`src/hdl/ord_pkg.sv`:
```
// ----------------------------------------------------------------------------
// ord_pkg
// Shared widths, codes and defaults of the overwriting ring deque.
// ----------------------------------------------------------------------------
`timescale 1ns / 1ps

package ord_pkg;

  localparam int unsigned VAL_W       = 31;
  localparam int unsigned OFF_W       = 8;
  localparam int unsigned PTR_W       = 8;
  localparam int unsigned SIZE_W      = 9;
  localparam int unsigned OP_W        = 3;
  localparam int unsigned IN_TDATA_W  = 48;
  localparam int unsigned OUT_TDATA_W = 48;

  localparam int unsigned DEPTH_DEFAULT = 256;
  localparam int unsigned SIZE_CAP      = 256;

  typedef enum logic [OP_W-1:0] {
    OP_PUSH_FRONT = 3'd0,
    OP_PUSH_BACK  = 3'd1,
    OP_POP_FRONT  = 3'd2,
    OP_POP_BACK   = 3'd3,
    OP_PEEK_FRONT = 3'd4,
    OP_PEEK_BACK  = 3'd5,
    OP_REMOVE     = 3'd6,
    OP_LENGTH     = 3'd7
  } op_e;

endpackage

```
`src/hdl/ord_mod_unit.sv`:
```
// ----------------------------------------------------------------------------
// ord_mod_unit
// Bit-serial restoring remainder: dividend mod divisor, one bit per cycle.
// ----------------------------------------------------------------------------
`timescale 1ns / 1ps

module ord_mod_unit (
  input  logic                           clk_i,
  input  logic                           rst_ni,
  input  logic                           start_i,
  input  logic [ord_pkg::OFF_W-1:0]      dividend_i,
  input  logic [ord_pkg::PTR_W-1:0]      divisor_i,
  output logic                           done_o,
  output logic [ord_pkg::PTR_W-1:0]      rem_o
);

  localparam int unsigned CntW = $clog2(ord_pkg::OFF_W);

  logic                        busy_q, busy_d;
  logic                        done_q, done_d;
  logic [CntW-1:0]             cnt_q, cnt_d;
  logic [ord_pkg::PTR_W-1:0]   rem_q, rem_d;
  logic [ord_pkg::OFF_W-1:0]   dvd_q, dvd_d;
  logic [ord_pkg::PTR_W-1:0]   div_q, div_d;
  logic [ord_pkg::PTR_W:0]     trial;

  always_comb begin
    busy_d = busy_q;
    done_d = 1'b0;
    cnt_d  = cnt_q;
    rem_d  = rem_q;
    dvd_d  = dvd_q;
    div_d  = div_q;
    trial  = {rem_q, dvd_q[ord_pkg::OFF_W-1]};
    if (start_i) begin
      busy_d = 1'b1;
      cnt_d  = '0;
      rem_d  = '0;
      dvd_d  = dividend_i;
      div_d  = divisor_i;
    end else if (busy_q) begin
      if (trial >= {1'b0, div_q}) begin
        trial = trial - {1'b0, div_q};
      end
      rem_d = trial[ord_pkg::PTR_W-1:0];
      dvd_d = {dvd_q[ord_pkg::OFF_W-2:0], 1'b0};
      cnt_d = cnt_q + 1'b1;
      if (cnt_q == CntW'(ord_pkg::OFF_W - 1)) begin
        busy_d = 1'b0;
        done_d = 1'b1;
      end
    end
  end

  always_ff @(posedge clk_i or negedge rst_ni) begin
    if (!rst_ni) begin
      busy_q <= 1'b0;
      done_q <= 1'b0;
      cnt_q  <= '0;
    end else begin
      busy_q <= busy_d;
      done_q <= done_d;
      cnt_q  <= cnt_d;
    end
  end

  always_ff @(posedge clk_i) begin
    rem_q <= rem_d;
    dvd_q <= dvd_d;
    div_q <= div_d;
  end

  assign done_o = done_q;
  assign rem_o  = rem_q;

endmodule

```
`config.mk`:
```
export PLATFORM = sky130hd
export DESIGN_NAME = ord_mod_unit
export DESIGN_NICKNAME = d
export VERILOG_FILES = /design/src/hdl/ord_pkg.sv /design/src/hdl/ord_mod_unit.sv
export SDC_FILE = /design/constraint.sdc
export NUM_CORES = 1
export LEC_CHECK = 0
export BUFFER_PORTS_ARGS = -buffer_cell sky130_fd_sc_hd__buf_2
export CAP_MARGIN = 0
export CORE_ASPECT_RATIO = 0.5
export CORE_MARGIN = 4
export CORE_UTILIZATION = 44
export CTS_CLUSTER_SIZE = 12
export DETAILED_ROUTE_END_ITERATION = 8
export PLACE_DENSITY = 0.69
export SYNTH_ARGS = -nofsm -noshare
export SYNTH_HDL_FRONTEND = slang
export SYNTH_SLANG_ARGS = --single-unit
```
`constraint.sdc`:
```
create_clock -name clk_i -period 4.7 [get_ports clk_i]
set_input_delay 0.94 -clock clk_i [delete_from_list [all_inputs] [get_ports clk_i]]
set_output_delay 0.94 -clock clk_i [all_outputs]
set_load 0.01 [all_outputs]
```
-- Word level (Yosys, flattened, before mapping)
Cells that the tools add are included.
- add/subtract/negate cells: 2
- magnitude comparators: 1
- eq/ne operators: 1
- multiplexer cells: 11
- reductions and logical operators: 1
- operator list (cell ; number):
    two-way mux 8 bit ; 3
    >= comparator 9 x 8 -> 1 bit ; 1
    subtractor 8 bit ; 1
    two-way mux 1 bit ; 6
    two-way mux 3 bit ; 2
    adder 3 x 1 -> 3 bit, second input constant ; 1
    equality test 3 bit, second input constant ; 1
    nonzero test 2 bit ; 1
- bits in registers: 29
- bits of input ports: 19
- output and inout port bits: 9
- logic and storage cells: 22

-- Depth between registers and ports, before layout
Gate-level depths: netlist of the first run.
- depth in word-level cells: 4
- gate-level depth with buffers: 9
- depth with buffers taken out: 9

-- Worst setup path before layout of the first run
OpenSTA, ideal clock, no wires.
- path type: in2reg
- start point: in start_i
- end point: reg dvd_q[3] in the netlist's numbering, data pin
- library setup time: 260 ps
- data arrival time: 1854 ps
- data required time: 4440 ps
- path slack: 2586 ps
- stages: 3
- path buffers: 2
- path through: clkbuf_1 buf_1 mux2_2
- longest elaborated chain between the ends: 1
- ends and longest elaborated chain (what ; line ; RTL):
    start, declared ; ord_mod_unit.sv:10 ; input logic start_i,
    two-way mux 8 bit ; ord_mod_unit.sv:35 ; if (start_i) begin
    named net dvd_d, one bit ; ord_mod_unit.sv:23 ; logic [ord_pkg::OFF_W-1:0] dvd_q, dvd_d;
    end signal, assigned ; ord_mod_unit.sv:69 ; dvd_q <= dvd_d;
    end, declared ; ord_mod_unit.sv:23 ;
The timed path passes the listed nets, and every way through them passes these cells.
A chain may end at the register's enable or synchronous reset.

-- Worst setup path in the final report of the first run
- start point: reg rem_q, in the netlist rem_o[5]
- end point: reg rem_q, in the netlist rem_o[2]
- longest elaborated chain between the ends: 2
- ends and longest elaborated chain (what ; line ; RTL):
    start, declared ; ord_mod_unit.sv:22 ; logic [ord_pkg::PTR_W-1:0] rem_q, rem_d;
    start signal, assigned ; ord_mod_unit.sv:68 ; rem_q <= rem_d;
    >= comparator 9 x 8 -> 1 bit ; ord_mod_unit.sv:42 ; if (trial >= {1'b0, div_q}) begin
    two-way mux 8 bit ; ord_mod_unit.sv:42 ;
Every way passes these cells.

==> flow_summary.html, run 1 <==
<table>
<tr><th>Metric</th><th>Value</th></tr>
<tr><th colspan="2">Status</th></tr>
<tr><td>Status</td><td>complete, no violations</td></tr>
<tr><th colspan="2">Logic synthesis</th></tr>
<tr><td>Post-synth EDFFs</td><td>16</td></tr>
<tr><td>Cells after synthesis</td><td>133</td></tr>
<tr><td>Mean area per synthesized cell</td><td>11.5 sq um</td></tr>
<tr><td>Total of warnings raised by yosys</td><td>0</td></tr>
<tr><td>Flop and latch count out of synthesis</td><td>29</td></tr>
<tr><td>Top FF cell, synth</td><td>sky130_fd_sc_hd__edfxtp_1</td></tr>
<tr><td>Net count after synthesis</td><td>163</td></tr>
<tr><td>Largest area contributor in the synthesized netlist</td><td>sky130_fd_sc_hd__edfxtp_1</td></tr>
<tr><td>Portion of synthesized cell area occupied by the leading cell type</td><td>0.314</td></tr>
<tr><td>Mapped cell area</td><td>0.00153 sq mm</td></tr>
<tr><td>Yosys cell types</td><td>36</td></tr>
<tr><td>Top post-synthesis cells by area</td><td>sky130_fd_sc_hd__edfxtp_1 31%, sky130_fd_sc_hd__dfxtp_1 10%, sky130_fd_sc_hd__dfrtp_1 8.2%, sky130_fd_sc_hd__ha_1 8.2%, sky130_fd_sc_hd__mux2_2 5.9%</td></tr>
<tr><td>Sequential element share of the synthesized area</td><td>0.501</td></tr>
<tr><td>Fraction of synthesis flops using an asynchronous set or reset pin</td><td>0.172</td></tr>
<tr><th colspan="2">Floorplanning</th></tr>
<tr><td>Die area</td><td>0.00454 sq mm</td></tr>
<tr><td>DIE WIDTH</td><td>91.4 um</td></tr>
<tr><td>Standard cell core area</td><td>0.00315 sq mm</td></tr>
<tr><td>Die height</td><td>49.7 um</td></tr>
<tr><td>Effective utilization at floorplan</td><td>0.485</td></tr>
<tr><td>Std cell rows</td><td>14</td></tr>
<tr><td>Count of boundary I/O pins</td><td>28</td></tr>
<tr><th colspan="2">Timing</th></tr>
<tr><td>Upper clock frequency limit</td><td>421 MHz</td></tr>
<tr><td>Fin Clk Skew</td><td>between 0.006 and 0.007 ns</td></tr>
<tr><td>Final sum of negative setup slack</td><td>0 ns</td></tr>
<tr><td>Final-report hold violation count</td><td>0</td></tr>
<tr><td>Actual transition at the worst max-transition pin</td><td>0.677 ns</td></tr>
<tr><td>RSZ-0062 raised after global routing</td><td>no</td></tr>
<tr><td>Time the final worst path needs with I/O delays and setup</td><td>about 2.4 ns</td></tr>
<tr><td>Final setup violation count</td><td>0</td></tr>
<tr><td>Max transition margin</td><td>0.547</td></tr>
<tr><td>Hold slack final</td><td>0.463 ns</td></tr>
<tr><td>Final cycle utilization of the critical path</td><td>0.505</td></tr>
<tr><td>Final number of max-transition violations</td><td>0</td></tr>
<tr><th colspan="2">Clocking</th></tr>
<tr><td>Clock tree from TritonCTS</td><td>yes</td></tr>
<tr><td>Root Driver</td><td>sky130_fd_sc_hd__clkbuf_8</td></tr>
<tr><td>Clock buffers created by TritonCTS</td><td>5</td></tr>
<tr><td>Gates resized, CTS repair</td><td>0</td></tr>
<tr><td>Post-CTS clock slew at the launch and capture registers of the worst setup and hold paths</td><td>about 0.060 ns</td></tr>
<tr><td>Buffer depth of the longest clock path</td><td>2</td></tr>
<tr><td>Sink count of the clock tree</td><td>29</td></tr>
<tr><td>Post-CTS setup buffers</td><td>0</td></tr>
<tr><td>Source-to-sink clock delay at the later pin of the worst-skew pair</td><td>0.28 ns</td></tr>
<tr><td>Total number of H-tree levels</td><td>2</td></tr>
<tr><td>Number of buffers inserted for hold repair after clock tree synthesis</td><td>0</td></tr>
<tr><th colspan="2">Drt</th></tr>
<tr><td>Final routed wirelength across all metal layers</td><td>2.85 mm</td></tr>
<tr><td>Vias after detailed routing</td><td>1078</td></tr>
<tr><td>Total DRC errors in the routed layout</td><td>0</td></tr>
<tr><td>Antenna viol nets, final</td><td>0</td></tr>
<tr><td>Drt initial violations</td><td>20</td></tr>
<tr><td>Vias per cell</td><td>5.28</td></tr>
<tr><td>Wire per inst</td><td>14.0 um</td></tr>
<tr><td>Number of search-and-repair iterations in the first detailed-routing pass</td><td>4</td></tr>
<tr><th colspan="2">Setup path</th></tr>
<tr><td>Type of the worst setup path</td><td>flip-flop to flip-flop</td></tr>
<tr><td>Worst Setup Start Kind</td><td>flip-flop</td></tr>
<tr><td>Required @ worst endpoint</td><td>4.84 ns</td></tr>
<tr><td>Endpoint class of the critical path</td><td>flip-flop</td></tr>
<tr><td>CP max FO</td><td>12</td></tr>
<tr><td>R2R Setup Slk</td><td>2.33 ns</td></tr>
<tr><td>Arrival time at the worst endpoint</td><td>2.52 ns</td></tr>
<tr><th colspan="2">Power</th></tr>
<tr><td>Total power divided by cell area</td><td>about 500 mW/mm^2</td></tr>
<tr><td>Worst vdd rail ir drop</td><td>0.188 mV</td></tr>
<tr><td>Static power due to leakage</td><td>0.830 nW</td></tr>
<tr><th colspan="2">Place</th></tr>
<tr><td>Hpwl dp</td><td>2.16 mm</td></tr>
<tr><td>Global placement routability congestion</td><td>0.894</td></tr>
<tr><td>Buffers added on ports</td><td>27</td></tr>
<tr><th colspan="2">Final layout</th></tr>
<tr><td>Fill count</td><td>293</td></tr>
<tr><td>Most frequent cells in the layout</td><td>27 x sky130_fd_sc_hd__buf_2, 16 x sky130_fd_sc_hd__edfxtp_1, 12 x sky130_fd_sc_hd__inv_1, 10 x sky130_fd_sc_hd__nor2_1, 10 x sky130_fd_sc_hd__ha_1</td></tr>
<tr><td>Leading cell type in the layout, fill and taps excluded</td><td>sky130_fd_sc_hd__buf_2</td></tr>
<tr><td>Sequential cell area</td><td>766 sq um</td></tr>
<tr><td>Area growth from synthesis to layout</td><td>17.6%</td></tr>
<tr><td>Multi-input gate area</td><td>696 sq um</td></tr>
<tr><td>Final net count</td><td>193</td></tr>
<tr><td>Fraction of final layout cells sized beyond drive strength 1</td><td>0.274</td></tr>
<tr><td>Total inserted antenna cells</td><td>0</td></tr>
<tr><th colspan="2">Global routing</th></tr>
<tr><td>Aggregate global routing overflow</td><td>0</td></tr>
<tr><td>Number of antenna violations at the first check in global routing</td><td>0</td></tr>
<tr><td>Via count of the first global-routing pass</td><td>around 990</td></tr>
<tr><td>Overall fraction of global-route tracks in use</td><td>0.136</td></tr>
<tr><td>Wire length of the first global-routing pass</td><td>between 4 and 5 mm</td></tr>
<tr><td>Pin count of the biggest net entering global routing</td><td>26</td></tr>
<tr><th colspan="2">Run</th></tr>
<tr><td>Number of max-cap violations</td><td>0</td></tr>
<tr><th colspan="2">Hold path</th></tr>
<tr><td>Hold WC Path Type</td><td>input pin to asynchronous set/reset pin</td></tr>
</table>
-- Yosys cell counts (all sizes together), types with 2 or more instances --
cell	number
a21oi	7
mux2	8
o21ai	6
inv	12
nor2	10
dfxtp	8
nor2b	4
nand2	4
clkbuf	2
mux2i	6
a32oi	3
buf	2
edfxtp	16
dfrtp	5
xnor2	4
o31ai	3
ha	10
nand2b	3
a21o	2
nor3	3
-- cell families (layout without fill, tap and decap cells) --
| family | Yosys count | after routing | synth area share |
|---|---|---|---|
| compound gates | 29 | 29 | 0.135 |
| xor+xnor | 5 | 5 | 0.0286 |
| fa+ha+maj | 11 | 11 | 0.0949 |
| buf+inv | 16 | 47 | 0.0442 |
| flops | 29 | 29 | 0.501 |
| mux | 14 | 14 | 0.0982 |
| simple gates | 29 | 29 | 0.0982 |
-- final cells by class --
| type | count | share of cell area |
|---|---|---|
| tap | 40 | 0.0278 |
| timing repair buffer | 27 | 0.0752 |
| clock inverter | 2 | 0.0188 |
| multi-input combinational | 88 | 0.387 |
| inverter | 12 | 0.0251 |
| clock buffer | 6 | 0.0404 |
| sequential | 29 | 0.426 |
-- metrics by stage --
step                      power [mW]  cells  cell area (sq um)  setup slack [ns]  utilization
after floorplan                0.592    133               1530              2.59            -
after global placement         0.661    196               1690              2.38        0.537
after detailed placement       0.665    196               1690              2.32        0.537
after CTS                      0.919    204               1800              2.32        0.570
after global routing           0.977    204               1800              2.11        0.570
final                          0.905    204               1800              2.33        0.570
-- layer usage --
layer  vias to the layer above  global-route usage  share of wire
met4                         0              0.0600          0.015
met3                         5              0.0502          0.042
li1                        547                   -              -
met5                         -                   0              0
met1                       507               0.171           0.47
met2                        19               0.210           0.47
-- state kept, by name, summed over array words and instances (netlist names) --
signal,cells
div_q,8
busy_q,1
cnt_q,3
dvd_q,8
rem_o,8
done_o,1
-- critical path: stages (launching register included) --
cell                       delay (ns)
sky130_fd_sc_hd__dfxtp_1         0.34
sky130_fd_sc_hd__ha_1            0.36
sky130_fd_sc_hd__and3_4          0.20
sky130_fd_sc_hd__a2111o_1        0.41
sky130_fd_sc_hd__a31oi_2         0.56
sky130_fd_sc_hd__mux2i_1         0.29
sky130_fd_sc_hd__a211oi_2        0.09
-- path summary, 6_finish.rpt --
| kind | cells past startpoint | to | start |
|---|---|---|---|
| worst max-delay path | 6 | rem_o[2] | rem_o[5] |
| min in group clk_i | 2 | rem_o[3] | rem_o[3] |
| worst min register to register | 2 | rem_o[3] | rem_o[3] |
| worst min-delay path | 1 | cnt_q[2] | rst_ni |
| worst max register to register | 6 | rem_o[2] | rem_o[5] |
| max in group asynchronous | 1 | cnt_q[1] | rst_ni |
-- report_power, final --
part / total [mW] / internal [mW] / switching [mW] / leakage, nW
clock: 0.247 / 0.156 / 0.0908 / 0.0528
combinational: 0.320 / 0.153 / 0.166 / 0.485
sequential: 0.338 / 0.308 / 0.0302 / 0.292
total: 0.905 / 0.618 / 0.287 / 0.830
No activity file was read; power rests on OpenSTA's default activity.
==> run 2: changes to the inputs <==
--- a/config.mk
+++ b/config.mk
@@ -5,6 +5,7 @@
 export SDC_FILE = /design/constraint.sdc
 export NUM_CORES = 1
 export LEC_CHECK = 0
+export ABC_AREA = 1
 export BUFFER_PORTS_ARGS = -buffer_cell sky130_fd_sc_hd__buf_2
 export CAP_MARGIN = 0
 export CORE_ASPECT_RATIO = 0.5
==> constraint.sdc (replaced) <==
create_clock -name clk_i -period 2.2 [get_ports clk_i]
set_input_delay 0.44 -clock clk_i [delete_from_list [all_inputs] [get_ports clk_i]]
set_output_delay 0.44 -clock clk_i [all_outputs]
set_load 0.01 [all_outputs]
==> flow_summary.html, run 2 <==
<table>
<tr><th>Metric</th><th>Value</th></tr>
<tr><th colspan="2">Status</th></tr>
<tr><td>Status</td><td>complete, no violations</td></tr>
<tr><th colspan="2">Drt</th></tr>
<tr><td>Final routed wirelength across all metal layers</td><td>3.13 mm</td></tr>
<tr><td>Drt initial violations</td><td>57</td></tr>
<tr><td>Wire per inst</td><td>11.4 um</td></tr>
<tr><td>Vias after detailed routing</td><td>1280</td></tr>
<tr><td>Number of search-and-repair iterations in the first detailed-routing pass</td><td>4</td></tr>
<tr><td>Total DRC errors in the routed layout</td><td>0</td></tr>
<tr><td>Antenna viol nets, final</td><td>0</td></tr>
<tr><td>Vias per cell</td><td>~4.7</td></tr>
<tr><th colspan="2">Place</th></tr>
<tr><td>Post-detailed-placement cell area</td><td>~0.0018 sq mm</td></tr>
<tr><td>Buffers added on ports</td><td>27</td></tr>
<tr><td>Hpwl dp</td><td>2.33 mm</td></tr>
<tr><td>Global placement routability congestion</td><td>roughly 0.90</td></tr>
<tr><th colspan="2">Setup path</th></tr>
<tr><td>R2r startpoint</td><td>div_q[0]</td></tr>
<tr><td>CP max FO</td><td>2</td></tr>
<tr><td>Worst R2R Path Depth</td><td>8</td></tr>
<tr><td>Type of the worst setup path</td><td>flip-flop to flip-flop</td></tr>
<tr><td>Critical path's slowest cell</td><td>sky130_fd_sc_hd__fa_1</td></tr>
<tr><td>R2R Setup Slk</td><td>0.38 ns</td></tr>
<tr><td>Count of buffering cells on the critical path with inverters included</td><td>0</td></tr>
<tr><td>Endpoint class of the critical path</td><td>flip-flop</td></tr>
<tr><td>Arrival time at the worst endpoint</td><td>2.00 ns</td></tr>
<tr><td>CP most frequent cell</td><td>sky130_fd_sc_hd__nand3_1</td></tr>
<tr><td>Depth of the critical timing path with buffers and inverters included</td><td>8</td></tr>
<tr><td>Required @ worst endpoint</td><td>approximately 2.4 ns</td></tr>
<tr><td>Cell-by-cell trace of the critical path</td><td>ha_1 &gt; fa_1 &gt; o21ai_0 &gt; nand2_1 &gt; nand3_1 &gt; nand3_1 &gt; nand3_1 &gt; nand2_1</td></tr>
<tr><td>CP startpoint</td><td>div_q[0]</td></tr>
<tr><td>CP max stage delay</td><td>0.41 ns</td></tr>
<tr><td>Worst Setup Start Kind</td><td>flip-flop</td></tr>
<tr><td>R2r endpoint</td><td>rem_o[6]</td></tr>
<tr><td>Cell type group with the largest total delay on the critical path</td><td>adder cells</td></tr>
<tr><th colspan="2">Logic synthesis</th></tr>
<tr><td>Share of the synthesized netlist area taken by xor and xnor gates</td><td>0.0274</td></tr>
<tr><td>Mean area per synthesized cell</td><td>8.45 sq um</td></tr>
<tr><td>Cells after synthesis</td><td>approximately 190</td></tr>
<tr><td>Top FF cell, synth</td><td>sky130_fd_sc_hd__edfxtp_1</td></tr>
<tr><td>Main combinational cell family by area after synthesis</td><td>simple AND/OR/NAND/NOR gates</td></tr>
<tr><td>Post-synth EDFFs</td><td>16</td></tr>
<tr><td>Largest area contributor in the synthesized netlist</td><td>sky130_fd_sc_hd__edfxtp_1</td></tr>
<tr><td>Top post-synthesis cells by area</td><td>sky130_fd_sc_hd__edfxtp_1 30%, sky130_fd_sc_hd__nand2_1 16%, sky130_fd_sc_hd__dfxtp_1 10%, sky130_fd_sc_hd__dfrtp_1 7.8%, sky130_fd_sc_hd__ha_1 7.8%</td></tr>
<tr><td>Fraction of synthesis flops using an asynchronous set or reset pin</td><td>0.172</td></tr>
<tr><td>Synth Area in Compound Gates</td><td>0.0321</td></tr>
<tr><td>Most used standard cell by instance count after synthesis</td><td>sky130_fd_sc_hd__nand2_1</td></tr>
<tr><td>Mapped cell area</td><td>0.00160 sq mm</td></tr>
<tr><td>Most frequent cells after synthesis</td><td>69 x sky130_fd_sc_hd__nand2_1, 26 x sky130_fd_sc_hd__inv_1, 19 x sky130_fd_sc_hd__nand3_1</td></tr>
<tr><td>Portion of synthesized cell area occupied by the leading cell type</td><td>0.301</td></tr>
<tr><td>Sequential element share of the synthesized area</td><td>0.480</td></tr>
<tr><td>Share of synthesized cell area in and, or, nand and nor gates</td><td>0.297</td></tr>
<tr><td>Net count after synthesis</td><td>219</td></tr>
<tr><td>Total of warnings raised by yosys</td><td>0</td></tr>
<tr><td>Arithmetic-cell share of the synthesized area counting full adders, half adders and majority gates</td><td>0.0909</td></tr>
<tr><td>Flop and latch count out of synthesis</td><td>29</td></tr>
<tr><td>Yosys cell types</td><td>23</td></tr>
<tr><td>Mux cell area share after synthesis</td><td>0</td></tr>
<tr><th colspan="2">Floorplanning</th></tr>
<tr><td>Effective utilization at floorplan</td><td>0.462</td></tr>
<tr><td>Std cell rows</td><td>15</td></tr>
<tr><td>Standard cell core area</td><td>approximately 0.0035 sq mm</td></tr>
<tr><td>Count of boundary I/O pins</td><td>28</td></tr>
<tr><td>Die area</td><td>0.00471 sq mm</td></tr>
<tr><td>DIE WIDTH</td><td>93.2 um</td></tr>
<tr><td>Die height</td><td>50.6 um</td></tr>
<tr><th colspan="2">Clocking</th></tr>
<tr><td>Number of buffers inserted for hold repair after clock tree synthesis</td><td>1</td></tr>
<tr><td>Post-CTS clock slew at the launch and capture registers of the worst setup and hold paths</td><td>approximately 0.07 ns</td></tr>
<tr><td>Total number of H-tree levels</td><td>2</td></tr>
<tr><td>Sink count of the clock tree</td><td>29</td></tr>
<tr><td>Gates resized, CTS repair</td><td>0</td></tr>
<tr><td>Clock tree from TritonCTS</td><td>yes</td></tr>
<tr><td>Root Driver</td><td>sky130_fd_sc_hd__clkbuf_8</td></tr>
<tr><td>Buffer depth of the longest clock path</td><td>2</td></tr>
<tr><td>Post-CTS setup buffers</td><td>0</td></tr>
<tr><td>Source-to-sink clock delay at the later pin of the worst-skew pair</td><td>0.28 ns</td></tr>
<tr><td>Clock buffers created by TritonCTS</td><td>5</td></tr>
<tr><th colspan="2">Global routing</th></tr>
<tr><td>Pin count of the biggest net entering global routing</td><td>22</td></tr>
<tr><td>Number of antenna violations at the first check in global routing</td><td>0</td></tr>
<tr><td>Via count of the first global-routing pass</td><td>1279</td></tr>
<tr><td>Overall fraction of global-route tracks in use</td><td>0.159</td></tr>
<tr><td>Wire length of the first global-routing pass</td><td>approximately 5.8 mm</td></tr>
<tr><td>Aggregate global routing overflow</td><td>0</td></tr>
<tr><th colspan="2">Timing</th></tr>
<tr><td>Max transition margin</td><td>0.692</td></tr>
<tr><td>Final setup violation count</td><td>0</td></tr>
<tr><td>RSZ-0062 raised after global routing</td><td>no</td></tr>
<tr><td>Final sum of negative setup slack</td><td>0 ns</td></tr>
<tr><td>Final number of max-transition violations</td><td>0</td></tr>
<tr><td>Fin Clk Skew</td><td>0.00719 ns</td></tr>
<tr><td>Final cycle utilization of the critical path</td><td>0.828</td></tr>
<tr><td>Time the final worst path needs with I/O delays and setup</td><td>1.82 ns</td></tr>
<tr><td>Final-report hold violation count</td><td>0</td></tr>
<tr><td>Upper clock frequency limit</td><td>549 MHz</td></tr>
<tr><td>Actual transition at the worst max-transition pin</td><td>0.461 ns</td></tr>
<tr><th colspan="2">Final layout</th></tr>
<tr><td>Leading cell type in the layout, fill and taps excluded</td><td>sky130_fd_sc_hd__nand2_1</td></tr>
<tr><td>Fill count</td><td>332</td></tr>
<tr><td>Total inserted antenna cells</td><td>0</td></tr>
<tr><td>Final non-filler cell area</td><td>0.00188 sq mm</td></tr>
<tr><td>Area growth from synthesis to layout</td><td>17.8%</td></tr>
<tr><td>Most frequent cells in the layout</td><td>69 x sky130_fd_sc_hd__nand2_1, 27 x sky130_fd_sc_hd__buf_2, 26 x sky130_fd_sc_hd__inv_1, 19 x sky130_fd_sc_hd__nand3_1, 16 x sky130_fd_sc_hd__edfxtp_1</td></tr>
<tr><td>Fraction of final layout cells sized beyond drive strength 1</td><td>0.175</td></tr>
<tr><td>Final net count</td><td>252</td></tr>
<tr><th colspan="2">Power</th></tr>
<tr><td>Total power divided by cell area</td><td>slightly above 1000 mW/mm^2</td></tr>
<tr><td>Worst vdd rail ir drop</td><td>0.363 mV</td></tr>
<tr><td>Static power due to leakage</td><td>~0.99 nW</td></tr>
<tr><th colspan="2">Hold path</th></tr>
<tr><td>Hold worst-path end</td><td>div_q[7]</td></tr>
<tr><td>Startpoint of the worst hold path</td><td>divisor_i[7]</td></tr>
<tr><td>Hold WC Path Type</td><td>input pin to flip-flop</td></tr>
<tr><td>Hold path depth</td><td>1</td></tr>
<tr><th colspan="2">Run</th></tr>
<tr><td>Number of max-cap violations</td><td>0</td></tr>
</table>
==> run 2: changes by cell type after synthesis, moves of 4 or more <==
| cell | change |
|---|---|
| sky130_fd_sc_hd__nor2b_1 | -4 |
| sky130_fd_sc_hd__nand3b_1 | +6 |
| sky130_fd_sc_hd__mux2i_1 | -6 |
| sky130_fd_sc_hd__nand2_1 | +65 |
| sky130_fd_sc_hd__nand3_1 | +19 |
| sky130_fd_sc_hd__inv_1 | +14 |
| sky130_fd_sc_hd__o21ai_0 | -4 |
| sky130_fd_sc_hd__a21oi_1 | -4 |
| sky130_fd_sc_hd__mux2_2 | -8 |
==> run 2: how the worst max path moves through the flow <==
stage	to	slack (ns)
3_3_place_gp	rem_o[6]	0.46
6_report	rem_o[6]	0.38
4_1_cts	rem_o[6]	0.38
3_5_place_dp	rem_o[6]	0.39
2_1_floorplan	rem_o[6]	0.55
5_1_grt	rem_o[6]	0.19
==> run 2: layout make-up <==
class | instances | area, sq um | share of cell area
clock buffer | 5 | 68.8 | 0.0366
clock inverter | 3 | 17.5 | 0.00931
inverter | 26 | 97.6 | 0.0519
multi-input combinational | 131 | 714 | 0.380
sequential | 29 | 766 | 0.407
tap | 51 | 63.8 | 0.0339
timing repair buffer | 29 | 153 | 0.0812
==> run 2: layer usage <==
metal | vias to the layer above | global-route usage | routed length, um
met5 | - | 0 | 0
met4 | 0 | 0.0706 | 64
met3 | 10 | 0.0599 | 157
met2 | 29 | 0.250 | 1410
met1 | 571 | 0.195 | 1500
li1 | 670 | - | -
==> run 2: per-stage QoR <==
step,util,power (mW),cells,setup slack [ns],hold WS (ns)
after floorplan,-,1.31,189,0.549,0.144
after global placement,0.517,1.47,265,0.462,0.258
after detailed placement,0.517,1.49,265,0.390,0.256
after CTS,0.545,1.93,274,0.378,0.321
after global routing,0.545,2.09,274,0.185,0.314
final,0.545,1.91,274,0.378,0.329
==> run 2: kinds of logic after synthesis <==
family / Yosys count
AO/OA/AOI/OAI: 8
flip-flops: 29
XOR/XNOR: 5
buffers and inverters: 29
AND/OR/NAND/NOR: 107
adder cells (fa/ha/maj): 11
==> run 2: report_power, final <==
group          internal, mW  switching (mW)
registers             0.659          0.0598
clock network         0.218           0.210
logic                 0.306           0.459
==> run 3: changes to the inputs <==
==> constraint.sdc (replaced) <==
create_clock -name clk_i -period 1.9 [get_ports clk_i]
set_input_delay 0.38 -clock clk_i [delete_from_list [all_inputs] [get_ports clk_i]]
set_output_delay 0.38 -clock clk_i [all_outputs]
set_load 0.01 [all_outputs]
==> flow_summary.html, run 3 (synthesis gave the netlist of run 2 again) <==
<table>
<tr><th>Metric</th><th>Value</th></tr>
<tr><th colspan="2">Timing</th></tr>
<tr><td>Final number of max-transition violations</td><td>0</td></tr>
<tr><td>Final sum of negative setup slack</td><td>0 ns</td></tr>
<tr><td>Final-report hold violation count</td><td>0</td></tr>
<tr><td>Final setup violation count</td><td>0</td></tr>
<tr><td>Max transition margin</td><td>0.684</td></tr>
<tr><td>Actual transition at the worst max-transition pin</td><td>roughly 0.47 ns</td></tr>
<tr><td>RSZ-0062 raised after global routing</td><td>no</td></tr>
<tr><td>Worst-case setup margin in the final layout</td><td>between 0.15 and 0.2 ns</td></tr>
<tr><td>Time the final worst path needs with I/O delays and setup</td><td>between 1.5 and 2 ns</td></tr>
<tr><td>Final cycle utilization of the critical path</td><td>0.914</td></tr>
<tr><td>Fin Clk Skew</td><td>between 0.005 and 0.006 ns</td></tr>
<tr><td>Upper clock frequency limit</td><td>576 MHz</td></tr>
<tr><th colspan="2">Final layout</th></tr>
<tr><td>Final core utilization</td><td>0.547</td></tr>
<tr><td>Final net count</td><td>253</td></tr>
<tr><td>Fraction of final layout cells sized beyond drive strength 1</td><td>0.183</td></tr>
<tr><td>Fill count</td><td>338</td></tr>
<tr><td>Area growth from synthesis to layout</td><td>18.3%</td></tr>
<tr><td>Most frequent cells in the layout</td><td>69 x sky130_fd_sc_hd__nand2_1, 27 x sky130_fd_sc_hd__buf_2, 26 x sky130_fd_sc_hd__inv_1, 19 x sky130_fd_sc_hd__nand3_1, 16 x sky130_fd_sc_hd__edfxtp_1</td></tr>
<tr><td>Leading cell type in the layout, fill and taps excluded</td><td>sky130_fd_sc_hd__nand2_1</td></tr>
<tr><td>Total inserted antenna cells</td><td>0</td></tr>
<tr><th colspan="2">Drt</th></tr>
<tr><td>Number of search-and-repair iterations in the first detailed-routing pass</td><td>4</td></tr>
<tr><td>Antenna viol nets, final</td><td>0</td></tr>
<tr><td>Final routed wirelength across all metal layers</td><td>between 3 and 4 mm</td></tr>
<tr><td>Drt initial violations</td><td>39</td></tr>
<tr><td>Wire per inst</td><td>11.5 um</td></tr>
<tr><td>Total DRC errors in the routed layout</td><td>0</td></tr>
<tr><td>Vias after detailed routing</td><td>1301</td></tr>
<tr><td>Vias per cell</td><td>4.73</td></tr>
<tr><th colspan="2">Setup path</th></tr>
<tr><td>Required @ worst endpoint</td><td>between 2 and 2.5 ns</td></tr>
<tr><td>Arrival time at the worst endpoint</td><td>around 1.9 ns</td></tr>
<tr><td>CP most frequent cell</td><td>sky130_fd_sc_hd__nand2_1</td></tr>
<tr><td>Endpoint class of the critical path</td><td>flip-flop</td></tr>
<tr><td>Type of the worst setup path</td><td>flip-flop to flip-flop</td></tr>
<tr><td>Cell type group with the largest total delay on the critical path</td><td>adder cells</td></tr>
<tr><td>Worst Setup Start Kind</td><td>flip-flop</td></tr>
<tr><td>Critical path's slowest cell</td><td>sky130_fd_sc_hd__fa_1</td></tr>
<tr><td>CP max stage delay</td><td>0.42 ns</td></tr>
<tr><td>Count of buffering cells on the critical path with inverters included</td><td>1</td></tr>
<tr><td>Cell-by-cell trace of the critical path</td><td>inv_1 &gt; ha_1 &gt; fa_1 &gt; o21ai_1 &gt; xnor2_1 &gt; nand2_1 &gt; nand3_1 &gt; nand2_1</td></tr>
<tr><td>CP max FO</td><td>2</td></tr>
<tr><th colspan="2">Place</th></tr>
<tr><td>Global placement routability congestion</td><td>0.908</td></tr>
<tr><td>Hpwl dp</td><td>2.31 mm</td></tr>
<tr><td>Buffers added on ports</td><td>27</td></tr>
<tr><td>Dpl ws</td><td>0.0858 ns</td></tr>
<tr><th colspan="2">Floorplanning</th></tr>
<tr><td>Effective utilization at floorplan</td><td>0.462</td></tr>
<tr><td>DIE WIDTH</td><td>93.2 um</td></tr>
<tr><td>Die height</td><td>between 50 and 60 um</td></tr>
<tr><td>Standard cell core area</td><td>0.00345 sq mm</td></tr>
<tr><td>Count of boundary I/O pins</td><td>28</td></tr>
<tr><td>Std cell rows</td><td>15</td></tr>
<tr><td>Die area</td><td>0.00471 sq mm</td></tr>
<tr><th colspan="2">Clocking</th></tr>
<tr><td>Post-CTS clock slew at the launch and capture registers of the worst setup and hold paths</td><td>0.07 ns</td></tr>
<tr><td>Buffer depth of the longest clock path</td><td>2</td></tr>
<tr><td>Source-to-sink clock delay at the later pin of the worst-skew pair</td><td>between 0.2 and 0.3 ns</td></tr>
<tr><td>Clock tree from TritonCTS</td><td>yes</td></tr>
<tr><td>Sink count of the clock tree</td><td>29</td></tr>
<tr><td>Clock buffers created by TritonCTS</td><td>5</td></tr>
<tr><td>Total number of H-tree levels</td><td>2</td></tr>
<tr><td>Root Driver</td><td>sky130_fd_sc_hd__clkbuf_8</td></tr>
<tr><th colspan="2">Power</th></tr>
<tr><td>Total power</td><td>2.25 mW</td></tr>
<tr><td>Worst vdd rail ir drop</td><td>0.367 mV</td></tr>
<tr><td>Static power due to leakage</td><td>0.995 nW</td></tr>
<tr><td>Total power divided by cell area</td><td>1190 mW/mm^2</td></tr>
<tr><th colspan="2">Global routing</th></tr>
<tr><td>Aggregate global routing overflow</td><td>0</td></tr>
<tr><td>Wire length of the first global-routing pass</td><td>5.54 mm</td></tr>
<tr><td>Pin count of the biggest net entering global routing</td><td>22</td></tr>
<tr><td>Overall fraction of global-route tracks in use</td><td>0.150</td></tr>
<tr><td>Via count of the first global-routing pass</td><td>1261</td></tr>
<tr><td>Number of antenna violations at the first check in global routing</td><td>0</td></tr>
<tr><th colspan="2">Run</th></tr>
<tr><td>Number of max-cap violations</td><td>0</td></tr>
<tr><th colspan="2">Status</th></tr>
<tr><td>Status</td><td>complete, no violations</td></tr>
<tr><th colspan="2">Hold path</th></tr>
<tr><td>Hold WC Path Type</td><td>input pin to flip-flop</td></tr>
</table>
## run 3: timing repair
item | CTS | global route
endpoints found under the hold margin | 5 | 0
setup buffers | 0 | 1
setup endpoints to repair | 0 | 7
gates resized for setup | 0 | 2
hold buffers | 1 | 0
## run 3: area by class of cell
| type | count | area (sq um) | area share |
|---|---|---|---|
| Timing Repair Buffer | 30 | 160 | 0.0848 |
| Tap cell | 51 | 63.8 | 0.0338 |
| Multi-Input combinational cell | 131 | 716 | 0.379 |
| Sequential cell | 29 | 766 | 0.405 |
| Clock buffer | 5 | 68.8 | 0.0364 |
| Inverter | 26 | 97.6 | 0.0517 |
| Clock inverter | 3 | 17.5 | 0.00927 |
## run 3: worst paths after layout
kind                       cells past startpoint  endpoint    startpoint  slack (ns)
hold reg to reg                                2  rem_o[7]      rem_o[7]        0.48
setup / recovery                               8  rem_o[4]      dvd_q[7]        0.16
setup reg to reg                               8  rem_o[4]      dvd_q[7]        0.16
min in group asynchronous                      2  cnt_q[2]        rst_ni        0.44
max in group asynchronous                      2    done_o        rst_ni        1.33
hold / removal                                 1  div_q[7]  divisor_i[7]        0.27
## run 3: power by group
| group | leakage [nW] | switching (mW) | internal, mW | total [mW] |
|---|---|---|---|---|
| sequential | 0.296 | 0.0654 | 0.762 | 0.828 |
| clock | 0.0455 | 0.242 | 0.253 | 0.494 |
| combinational | 0.653 | 0.550 | 0.375 | 0.924 |
| total | 0.995 | 0.857 | 1.39 | 2.25 |
## run 3: layer usage
metal / track usage / part of all wire / vias up
li1: - / - / 674
met1: 0.191 / 0.47 / 598
met2: 0.249 / 0.47 / 27
met3: 0.0404 / 0.047 / 2
met4: 0.0511 / 0.0098 / 0
met5: 0 / 0 / -
## run 3: per-stage QoR
stage | cells | instance area, sq um | hold WS, ns
after global placement | 265 | 1780 | 0.198
after floorplan | 189 | 1600 | 0.0844
after global routing | 275 | 1890 | 0.263
after detailed placement | 265 | 1780 | 0.196
final | 275 | 1890 | 0.273
after CTS | 274 | 1880 | 0.268
## run 3: worst register-to-register path, cell delays in order (launching register included)
cell and delay (ns):
sky130_fd_sc_hd__edfxtp_1 0.32, sky130_fd_sc_hd__inv_1 0.05, sky130_fd_sc_hd__ha_1 0.23, sky130_fd_sc_hd__fa_1 0.42, sky130_fd_sc_hd__o21ai_1 0.24, sky130_fd_sc_hd__xnor2_1 0.15
sky130_fd_sc_hd__nand2_1 0.08, sky130_fd_sc_hd__nand3_1 0.08, sky130_fd_sc_hd__nand2_1 0.05
